File: config.mk
export PLATFORM = sky130hd
export DESIGN_NAME = double_ended_queue_with_search_top
export DESIGN_NICKNAME = d
export VERILOG_FILES = /design/src/hdl/dqs_pkg.sv /design/src/hdl/dqs_store.sv /design/src/hdl/double_ended_queue_with_search_top.sv
export SDC_FILE = /design/constraint.sdc
export NUM_CORES = 2
export LEC_CHECK = 0
export BUFFER_PORTS_ARGS = -buffer_cell sky130_fd_sc_hd__buf_2
export CORE_AREA = 10 10 447 449
export CTS_BUF_LIST = sky130_fd_sc_hd__clkbuf_4 sky130_fd_sc_hd__clkbuf_8
export DETAILED_ROUTE_END_ITERATION = 12
export DIE_AREA = 0 0 457 459
export PLACE_DENSITY_LB_ADDON = 0.05
export SETUP_SLACK_MARGIN = 0.2
export SYNTH_ARGS = -nofsm -noshare
export SYNTH_HDL_FRONTEND = slang
export SYNTH_SLANG_ARGS = --single-unit
File: constraint.sdc
create_clock -name clk -period 5.4 [get_ports clk]
set_input_delay 0 -clock clk [delete_from_list [all_inputs] [get_ports clk]]
set_output_delay 0 -clock clk [all_outputs]
set_load 0.02 [all_outputs]
File: src/hdl/dqs_pkg.sv
// ----------------------------------------------------------------------------
// dqs_pkg : deque with search, shared definitions
// Sizes, operation and status codes, item structs and ring index helpers.
// ----------------------------------------------------------------------------
package dqs_pkg;

  localparam int DEPTH   = 64;
  localparam int IDX_W   = $clog2(DEPTH);
  localparam int CNT_W   = $clog2(DEPTH + 1);
  localparam int DATA_W  = 32;
  localparam int OP_W    = 3;
  localparam int STAT_W  = 2;
  localparam int ECNT_W  = 7;

  localparam logic [OP_W-1:0] OP_PUSH_FRONT = 3'd0;
  localparam logic [OP_W-1:0] OP_PUSH_BACK  = 3'd1;
  localparam logic [OP_W-1:0] OP_POP_FRONT  = 3'd2;
  localparam logic [OP_W-1:0] OP_POP_BACK   = 3'd3;
  localparam logic [OP_W-1:0] OP_SEARCH     = 3'd4;

  localparam logic [STAT_W-1:0] ST_OK    = 2'd0;
  localparam logic [STAT_W-1:0] ST_EMPTY = 2'd1;
  localparam logic [STAT_W-1:0] ST_FULL  = 2'd2;

  typedef struct packed {
    logic [OP_W-1:0]          opcode;
    logic signed [DATA_W-1:0] operand_value;
  } cmd_t;

  typedef struct packed {
    logic signed [DATA_W-1:0] popped_value;
    logic                     found;
    logic [STAT_W-1:0]        status;
    logic [ECNT_W-1:0]        entry_count;
  } result_t;

  // base < DEPTH and off <= DEPTH, so one conditional subtract wraps it
  function automatic logic [IDX_W-1:0] slot_after(input logic [IDX_W-1:0] base,
                                                  input logic [CNT_W-1:0] off);
    logic [CNT_W:0] s;
    s = (CNT_W + 1)'(base) + (CNT_W + 1)'(off);
    if (s >= (CNT_W + 1)'(DEPTH)) begin
      s = s - (CNT_W + 1)'(DEPTH);
    end
    return s[IDX_W-1:0];
  endfunction

  function automatic logic [IDX_W-1:0] slot_before(input logic [IDX_W-1:0] base);
    logic [IDX_W-1:0] r;
    if (base == '0) begin
      r = IDX_W'(DEPTH - 1);
    end else begin
      r = base - 1'b1;
    end
    return r;
  endfunction

endpackage

File: src/hdl/dqs_store.sv
// ----------------------------------------------------------------------------
// dqs_store : entry memory
// DEPTH x 32 array, one write port, one read port with registered data.
// ----------------------------------------------------------------------------
module dqs_store (
  input  logic                              clk,
  input  logic                              we,
  input  logic [dqs_pkg::IDX_W-1:0]         waddr,
  input  logic signed [dqs_pkg::DATA_W-1:0] wdata,
  input  logic [dqs_pkg::IDX_W-1:0]         raddr,
  output logic signed [dqs_pkg::DATA_W-1:0] rdata
);

  logic signed [dqs_pkg::DATA_W-1:0] mem [dqs_pkg::DEPTH];

  always_ff @(posedge clk) begin
    if (we) begin
      mem[waddr] <= wdata;
    end
  end

  always_ff @(posedge clk) begin
    rdata <= mem[raddr];
  end

endmodule

File: src/hdl/double_ended_queue_with_search_top.sv
// ----------------------------------------------------------------------------
// double_ended_queue_with_search_top : bounded deque of signed 32-bit values
// Ring buffer with front index and count; push/pop at either end, and a
// front-to-back search that reports whether a value is held.
// ----------------------------------------------------------------------------
//
//  channel  | handshake           | payload            | notes
//  ---------+---------------------+--------------------+---------------------
//  command  | start in, busy out  | cmd    (cmd_t)     | taken when start & !busy
//  result   | done out (strobe)   | result (result_t)  | valid for one cycle only
//
//  Push, full push, empty pop/search, spare opcode: result in the cycle after the item.
//  Pop: busy in S_POP while the read port returns the entry, then the result.
//  Search: one entry a cycle through the read port and shared comparator, in S_SCAN,
//  front to back; the first hit or the last entry held ends it.
//  Reset (rst, synchronous) empties the queue; memory contents are not cleared.
//  The receiver cannot stall: each result is gone after its strobe cycle.
//
module double_ended_queue_with_search_top (
  input  logic             clk,
  input  logic             rst,
  input  logic             start,
  output logic             busy,
  input  dqs_pkg::cmd_t    cmd,
  output logic             done,
  output dqs_pkg::result_t result
);

  typedef enum logic [2:0] {
    S_IDLE = 3'b001,
    S_POP  = 3'b010,
    S_SCAN = 3'b100
  } state_t;

  state_t state;

  // queue state
  logic [dqs_pkg::IDX_W-1:0] front;
  logic [dqs_pkg::CNT_W-1:0] count;

  // search sequencer
  logic signed [dqs_pkg::DATA_W-1:0] key;
  logic [dqs_pkg::IDX_W-1:0]         scan_slot;   // slot read this cycle
  logic [dqs_pkg::CNT_W-1:0]         scan_left;   // entries after the one arriving

  // memory port
  logic                              mem_we;
  logic [dqs_pkg::IDX_W-1:0]         mem_waddr;
  logic [dqs_pkg::IDX_W-1:0]         mem_raddr;
  logic signed [dqs_pkg::DATA_W-1:0] mem_rdata;

  logic                      accept;
  logic                      is_full;
  logic                      ring_empty;
  logic                      hit;
  logic [dqs_pkg::IDX_W-1:0] front_prev;
  logic [dqs_pkg::IDX_W-1:0] front_next;
  logic [dqs_pkg::IDX_W-1:0] back_slot;
  logic [dqs_pkg::IDX_W-1:0] last_slot;

  assign busy       = (state != S_IDLE);
  assign accept     = start && !busy;
  assign is_full    = (count == dqs_pkg::CNT_W'(dqs_pkg::DEPTH));
  assign ring_empty = (count == '0);

  assign front_prev = dqs_pkg::slot_before(front);
  assign front_next = dqs_pkg::slot_after(front, dqs_pkg::CNT_W'(1));
  assign back_slot  = dqs_pkg::slot_after(front, count);
  assign last_slot  = dqs_pkg::slot_after(front, count - 1'b1);

  // the one shared comparator
  assign hit = (mem_rdata == key);

  // write port: pushes only, from idle
  always_comb begin
    mem_we    = 1'b0;
    mem_waddr = back_slot;
    if (accept && !is_full) begin
      case (cmd.opcode)
        dqs_pkg::OP_PUSH_FRONT: begin
          mem_we    = 1'b1;
          mem_waddr = front_prev;
        end
        dqs_pkg::OP_PUSH_BACK: begin
          mem_we    = 1'b1;
          mem_waddr = back_slot;
        end
        default: begin
          mem_we = 1'b0;
        end
      endcase
    end
  end

  // read port: pop target or first entry when idle, next entry while scanning
  always_comb begin
    mem_raddr = front;
    if (state == S_SCAN) begin
      mem_raddr = scan_slot;
    end else if (cmd.opcode == dqs_pkg::OP_POP_BACK) begin
      mem_raddr = last_slot;
    end
  end

  dqs_store u_store (
    .clk   (clk),
    .we    (mem_we),
    .waddr (mem_waddr),
    .wdata (cmd.operand_value),
    .raddr (mem_raddr),
    .rdata (mem_rdata)
  );

  // control
  always_ff @(posedge clk) begin
    if (rst) begin
      state <= S_IDLE;
      front <= '0;
      count <= '0;
      done  <= 1'b0;
    end else begin
      done <= 1'b0;
      case (state)
        S_IDLE: begin
          if (accept) begin
            case (cmd.opcode)
              dqs_pkg::OP_PUSH_FRONT: begin
                done <= 1'b1;
                if (!is_full) begin
                  front <= front_prev;
                  count <= count + 1'b1;
                end
              end
              dqs_pkg::OP_PUSH_BACK: begin
                done <= 1'b1;
                if (!is_full) begin
                  count <= count + 1'b1;
                end
              end
              dqs_pkg::OP_POP_FRONT: begin
                if (ring_empty) begin
                  done <= 1'b1;
                end else begin
                  front <= front_next;
                  count <= count - 1'b1;
                  state <= S_POP;
                end
              end
              dqs_pkg::OP_POP_BACK: begin
                if (ring_empty) begin
                  done <= 1'b1;
                end else begin
                  count <= count - 1'b1;
                  state <= S_POP;
                end
              end
              dqs_pkg::OP_SEARCH: begin
                if (ring_empty) begin
                  done <= 1'b1;
                end else begin
                  state <= S_SCAN;
                end
              end
              default: begin
                done <= 1'b1;
              end
            endcase
          end
        end
        S_POP: begin
          done  <= 1'b1;
          state <= S_IDLE;
        end
        S_SCAN: begin
          if (hit || scan_left == '0) begin
            done  <= 1'b1;
            state <= S_IDLE;
          end
        end
        default: begin
          state <= S_IDLE;
        end
      endcase
    end
  end

  // search bookkeeping and result payload
  always_ff @(posedge clk) begin
    case (state)
      S_IDLE: begin
        if (accept) begin
          key                 <= cmd.operand_value;
          scan_slot           <= front_next;
          scan_left           <= count - 1'b1;
          result.popped_value <= '0;
          result.found        <= 1'b0;
          result.status       <= dqs_pkg::ST_OK;
          result.entry_count  <= dqs_pkg::ECNT_W'(count);
          case (cmd.opcode)
            dqs_pkg::OP_PUSH_FRONT, dqs_pkg::OP_PUSH_BACK: begin
              if (is_full) begin
                result.status <= dqs_pkg::ST_FULL;
              end else begin
                result.entry_count <= dqs_pkg::ECNT_W'(count + 1'b1);
              end
            end
            dqs_pkg::OP_POP_FRONT, dqs_pkg::OP_POP_BACK: begin
              if (ring_empty) begin
                result.status <= dqs_pkg::ST_EMPTY;
              end else begin
                result.entry_count <= dqs_pkg::ECNT_W'(count - 1'b1);
              end
            end
            dqs_pkg::OP_SEARCH: begin
              if (ring_empty) begin
                result.status <= dqs_pkg::ST_EMPTY;
              end
            end
            default: begin
              result.status <= dqs_pkg::ST_OK;
            end
          endcase
        end
      end
      S_POP: begin
        result.popped_value <= mem_rdata;
      end
      S_SCAN: begin
        result.found <= hit;
        scan_slot    <= dqs_pkg::slot_after(scan_slot, dqs_pkg::CNT_W'(1));
        scan_left    <= scan_left - 1'b1;
      end
      default: begin
        result.found <= 1'b0;
      end
    endcase
  end

  // ---------------------------------------------------------------------------
  // checks
  // ---------------------------------------------------------------------------

  // a result is only ever shown with the sequencer back in idle
  a_done_idle: assert property (@(posedge clk) disable iff (rst)
    done |-> state == S_IDLE)
    else $error("result strobe outside idle");

  // every item taken either answers next cycle or keeps the block busy
  a_accept_progress: assert property (@(posedge clk) disable iff (rst)
    accept |=> (done || busy))
    else $error("item taken without result or busy");

  // count never exceeds the ring size
  a_count_bound: assert property (@(posedge clk) disable iff (rst)
    count <= dqs_pkg::CNT_W'(dqs_pkg::DEPTH))
    else $error("held count beyond depth");

  // a dropped push only happens on a full ring
  a_full_drop: assert property (@(posedge clk) disable iff (rst)
    (done && result.status == dqs_pkg::ST_FULL) |->
      result.entry_count == dqs_pkg::ECNT_W'(dqs_pkg::DEPTH))
    else $error("full status with room left");

endmodule

# Word-level counts from Yosys, hierarchy flattened
# Memories as Yosys holds them, arrays and structs flattened. A register that Yosys moved wholly into a read port is not among the register bits.
# Cells that the tools add are included.
[word_totals] ff_bits=104 ram_bits=2048 in_bits=38 mem_count=1 elab_cells=107 output_inout_bits=44
[classes] add_sub_neg=12 bitwise=1 muxes=40 eq_ne=17 reduce_logical=21 magnitude_cmp=4
[memory_table] name="u_store.mem" words=64 word_bits=32 rd=1 rd_ports_with_merged_regs=1 write_ports=1 line="dqs_store.sv:14" rtl="logic signed [dqs_pkg::DATA_W-1:0] mem [dqs_pkg::DEPTH];"
[ops] cell="$mux W6" count=12
[ops] cell="$pmux W32 S2" count=1
[ops] cell="$mux W42" count=1
[ops] cell="$eq A32 B32 Y1" count=1
[ops] cell="$sub A6 B1 Y6 const B" count=5
[ops] cell="$pmux W7 S2" count=2
[ops] cell="$pmux W6 S2" count=2
[ops] cell="$mux W7" count=3
[ops] cell="$add A6 B7 Y8" count=2
[ops] cell="$ge A8 B7 Y1 const B" count=2
[ops] cell="$add A6 B1 Y7 const B" count=2
[ops] cell="$ge A7 B7 Y1 const B" count=2
[ops] cell="$logic_not A7 Y1" count=2
[ops] cell="$sub A7 B1 Y7 const B" count=2
[ops] cell="$mux W3" count=4
[ops] cell="$pmux W3 S2" count=2
[ops] cell="$reduce_and A5 Y1" count=2
[ops] cell="$eq A3 B2 Y1 const B" count=3
[ops] cell="$mux W1" count=9
[ops] cell="$reduce_and A2 Y1" count=4
[ops] cell="$add A7 B1 Y7 const B" count=1
[ops] cell="$eq A7 B7 Y1 const B" count=1
[ops] cell="$eq A3 B1 Y1 const B" count=2
[ops] cell="$eq A3 B3 Y1 const B" count=2
[ops] cell="other kinds (17)" count=26

# Depth between registers and ports, before layout
[logic_depth] depth_word=7 depth_mapped=16 mapped_depth_nobuf=13

# Cells and area by module
# From an unflattened synthesis, not the netlist that was laid out.
[hier_totals] cells_unflattened=3834 hier_area_um2=84034.3
[by_module_without_submodules] mod="dqs_store" instances=1 cells_per_inst=3324 area_each_um2=78515.3
[by_module_without_submodules] mod="double_ended_queue_with_search_top" instances=1 cells_per_inst=510 area_each_um2=5519.0

# Worst setup path after synthesis
# Ideal clock, no wire load.
[synth_timing] path_type="reg-to-reg" from="register count[0] (netlist name)" to="memory u_store.mem[11][0] (netlist name), enable pin" slack_ns=1.098 arrival_ns=3.881 path_buffers=3 required_ns=4.979 stages_incl_launch_ff=13 setup_ns=0.421 cell_sequence="dfxtp_1 buf_6 inv_1 ha_1 nor3b_1 a311oi_1 nor2b_1 clkbuf_1 clkbuf_1 o21ai_0 nor3_1 nand2_1 nor2_1"
[synth_between] elab_chain_cells=6 elab_cells_between_ends=12
[synth_rtl] item="start: declaration" line="double_ended_queue_with_search_top.sv:39" rtl="logic [dqs_pkg::CNT_W-1:0] count;"
[synth_rtl] item="start signal: assignment" line="double_ended_queue_with_search_top.sv:131" rtl="count <= count + 1'b1;"
[synth_rtl] item="start signal: assignment" line="double_ended_queue_with_search_top.sv:137" rtl="count <= count + 1'b1;"
[synth_rtl] item="start signal: assignment" line="double_ended_queue_with_search_top.sv:145" rtl="count <= count - 1'b1;"
[synth_rtl] item="parallel branches: the longest is 6 deep, another holds $add A6 B7 Y8"
[synth_rtl] item="end: declaration" line="dqs_store.sv:14"
# Several ways; the timed one is not identified.

# Worst setup path in the final report
[layout_timing] from="register count[0] (netlist name)" to="memory u_store.mem[60][14] (netlist name), enable pin"
# Same word-level chain as after synthesis.

==> impl_metrics.py <==
metrics = {
    "outcome": {
        "status": "finished clean",
    },
    "die": {
        "die_h_um": 459,
        "io_pins": 82,
        "rows": 161,
        "start_util": 0.447,
        "dieArea_um2": 210000,
        "core_um2": 191000,
        "die_w_um": 457,
    },
    "drt": {
        "drt_first_pass_iters": 5,
        "drt-initial-drc-count": 5877,
        "routed_wl_mm": 274,
        "num_vias": 53600,
        "drcViolationCount": 0,
        "drtAntennaViolNets": 0,
        "wl_per_cell_um": 29.6,
        "avgViaCountPerCell": 5.80,
    },
    "flow_run": {
        "maxCapViolCount": 0,
    },
    "synth": {
        "synth_top_area_frac": 0.751,
        "synthCells": 6034,
        "syn_nets": 6092,
        "synth_area_leaders": "edfxtp_1 (75%), nand2_1 (6.9%), mux2i_1 (3.2%)",
        "synth_common_cells": "edfxtp_1 (2135), nand2_1 (1567), nand3_1 (523), clkbuf_1 (274), mux2i_1 (274)",
        "ys_types": 67,
        "syn_area_um2": 85400,
        "syn_area_per_cell_um2": 14.2,
        "ys_warn_count": 0,
        "synth_edf_count": 2135,
        "seq_area_frac_synth": 0.762,
        "yosysMostFrequentCell": "edfxtp_1",
        "yosys.area.top_type": "edfxtp_1",
        "synth_async_sr_flop_share": 0,
        "synth_ff_type": "edfxtp_1",
        "ys_ff_latch": 2184,
    },
    "sta": {
        "tns_ns": 0,
        "period_needed_ns": 4.90,
        "setup_ws_ns": 0.499,
        "slew_viol_final": 0,
        "fmax_ghz": 0.204,
        "worstMarginPinSlew_ns": 1.17,
        "max_slew_margin": 0.213,
        "timing.final.crit_share": 0.908,
        "rsz0062_at_grt": "false",
        "fin_skew_ns": 0.0761,
        "hold_viol_final": 0,
        "setup_viol_count_final": 0,
    },
    "critical_path": {
        "crit_type": "register to register",
        "r2r_start": "count[0]",
        "critPathCaptureType": "register",
        "r2r_cells": 11,
        "crit_fanout": 32,
        "crit_required_ns": 6.04,
        "crit_start": "count[0]",
        "arrival_ns": 5.54,
        "critPathLaunchType": "register",
    },
    "hold_path": {
        "hp-class": "input pin to register",
        "hold_start": "cmd[33]",
        "hold_depth": 6,
    },
    "grt": {
        "antenna_found_initial": 23,
        "grt_pass1_wl_mm": 387,
        "grtUsageTotal": 0.254,
        "grt_pass1_vias": 51700,
        "grt_max_degree": 101,
        "overflow": 0,
    },
    "clock_tree": {
        "clk_path_buf_depth": 4,
        "numCtsBuffers": 377,
        "cts-resized-gates": 0,
        "clock-sinks": 2184,
        "cts_tree": "yes",
        "cts.clk_slew.worst_paths_ns": 0.06,
        "worstSkewPairLatency_ns": 1.07,
        "htreeDepth": 5,
        "cts_root_buffer": "clkbuf_8",
    },
    "cells_and_area": {
        "drive_gt1_frac": 0.154,
        "area_growth_pct": 15.4,
        "nNetsFinal": 6487,
    },
    "pwr": {
        "powerDensity_nw_per_um2": 382,
        "p_leak_nw": 33.8,
        "total_power_mw": 37.6,
        "worst_ir_drop_vdd_uv": 231,
    },
    "place": {
        "dp_hpwl_mm": 147,
        "place.gp.congestion": 0.827,
        "io_buffers": 81,
        "dp_slack_ns": 0.469,
    },
}
[where the power goes]
part           total, mW  internal (mW)  switching, mW
clock network       14.5           7.95           6.53
logic               3.95           1.15           2.80
registers           19.2           18.8          0.360
[sequential cells by signal, indices dropped and copies added, names as in the netlist]
register,cells
u_store.mem,2048
result,42
key,32
u_store.rdata,32
count,7
scan_left,7
front,6
scan_slot,6
state,3
done,1
[per-stage QoR]
step	hold slack, ns	utilization	cell area [µm²]	std cells
after detailed placement	0.347	0.475	90900	8524
after floorplan	0.0989	-	85400	6034
after global routing	0.163	0.516	98500	9231
after CTS	0.0452	0.515	98500	9213
after global placement	0.338	0.475	90900	8524
final	0.158	0.516	98600	9239
[worst paths after layout]
| kind | to | slack (ns) |
|---|---|---|
| worst max-delay path | u_store.mem[60][14] | 0.50 |
| worst min-delay path | count[5] | 0.16 |
| worst max register to register | u_store.mem[60][14] | 0.50 |
| worst min register to register | scan_left[0] | 0.59 |
[critical path, stage by stage (launching register included)]
cell and delay [ns]:
dfxtp_1 0.52, inv_1 0.23, ha_1 0.27, nor3b_1 0.18, a311oi_1 0.86, nor2b_1 0.48
nor2_1 0.09, a31oi_1 0.27, and2_1 0.22, nand2_1 0.49, nor2_4 0.24, buf_4 0.62
[final cells by class]
cell class | count | area, µm²
Antenna cell | 23 | 57.6
Clock buffer | 552 | 6680
Clock inverter | 88 | 435
Fill cell | 16300 | 92600
Inverter | 17 | 63.8
Multi-Input combinational cell | 3450 | 19300
Sequential cell | 2184 | 65100
Tap cell | 2526 | 3160
Timing Repair Buffer | 399 | 3800
[cell usage in the layout, fill, tap and decap left out, drive strengths merged, types with 7 or more instances in the layout]
cell	instances
a21oi	162
a31oi	8
a32oi	252
and2	37
buf	350
clkbuf	552
clkinv	78
dfxtp	49
diode	23
dlygate4sd3	49
edfxtp	2135
ha	18
inv	19
mux2	8
mux2i	275
nand2	1567
nand2b	7
nand3	523
nand4	260
nor2	115
nor3	13
o211ai	7
o21ai	28
or4	33
xnor2	51
xor2	14
[metal layers]
| metal | part of all wire | routed length (µm) | global-route usage |
|---|---|---|---|
| met5 | 0.000099 | 27 | 0 |
| met4 | 0.033 | 8940 | 0.0904 |
| met3 | 0.071 | 19500 | 0.0390 |
| met2 | 0.46 | 127000 | 0.397 |
| met1 | 0.43 | 118000 | 0.363 |
[repair_timing]
item	in CTS	in global routing
endpoints found under the setup margin	0	24
hold buffers	49	0
hold endpoints to repair	2146	0
setup buffers	0	3
[logic make-up after synthesis]
logic type               synth area share
multiplexers                       0.0333
XOR/XNOR                          0.00676
AND/OR/NAND/NOR                     0.134
AO/OA/AOI/OAI                      0.0420
adder cells (fa/ha/maj)           0.00311
flip-flops                          0.762
buffers and inverters              0.0189
(Power assumes the default switching activity.)
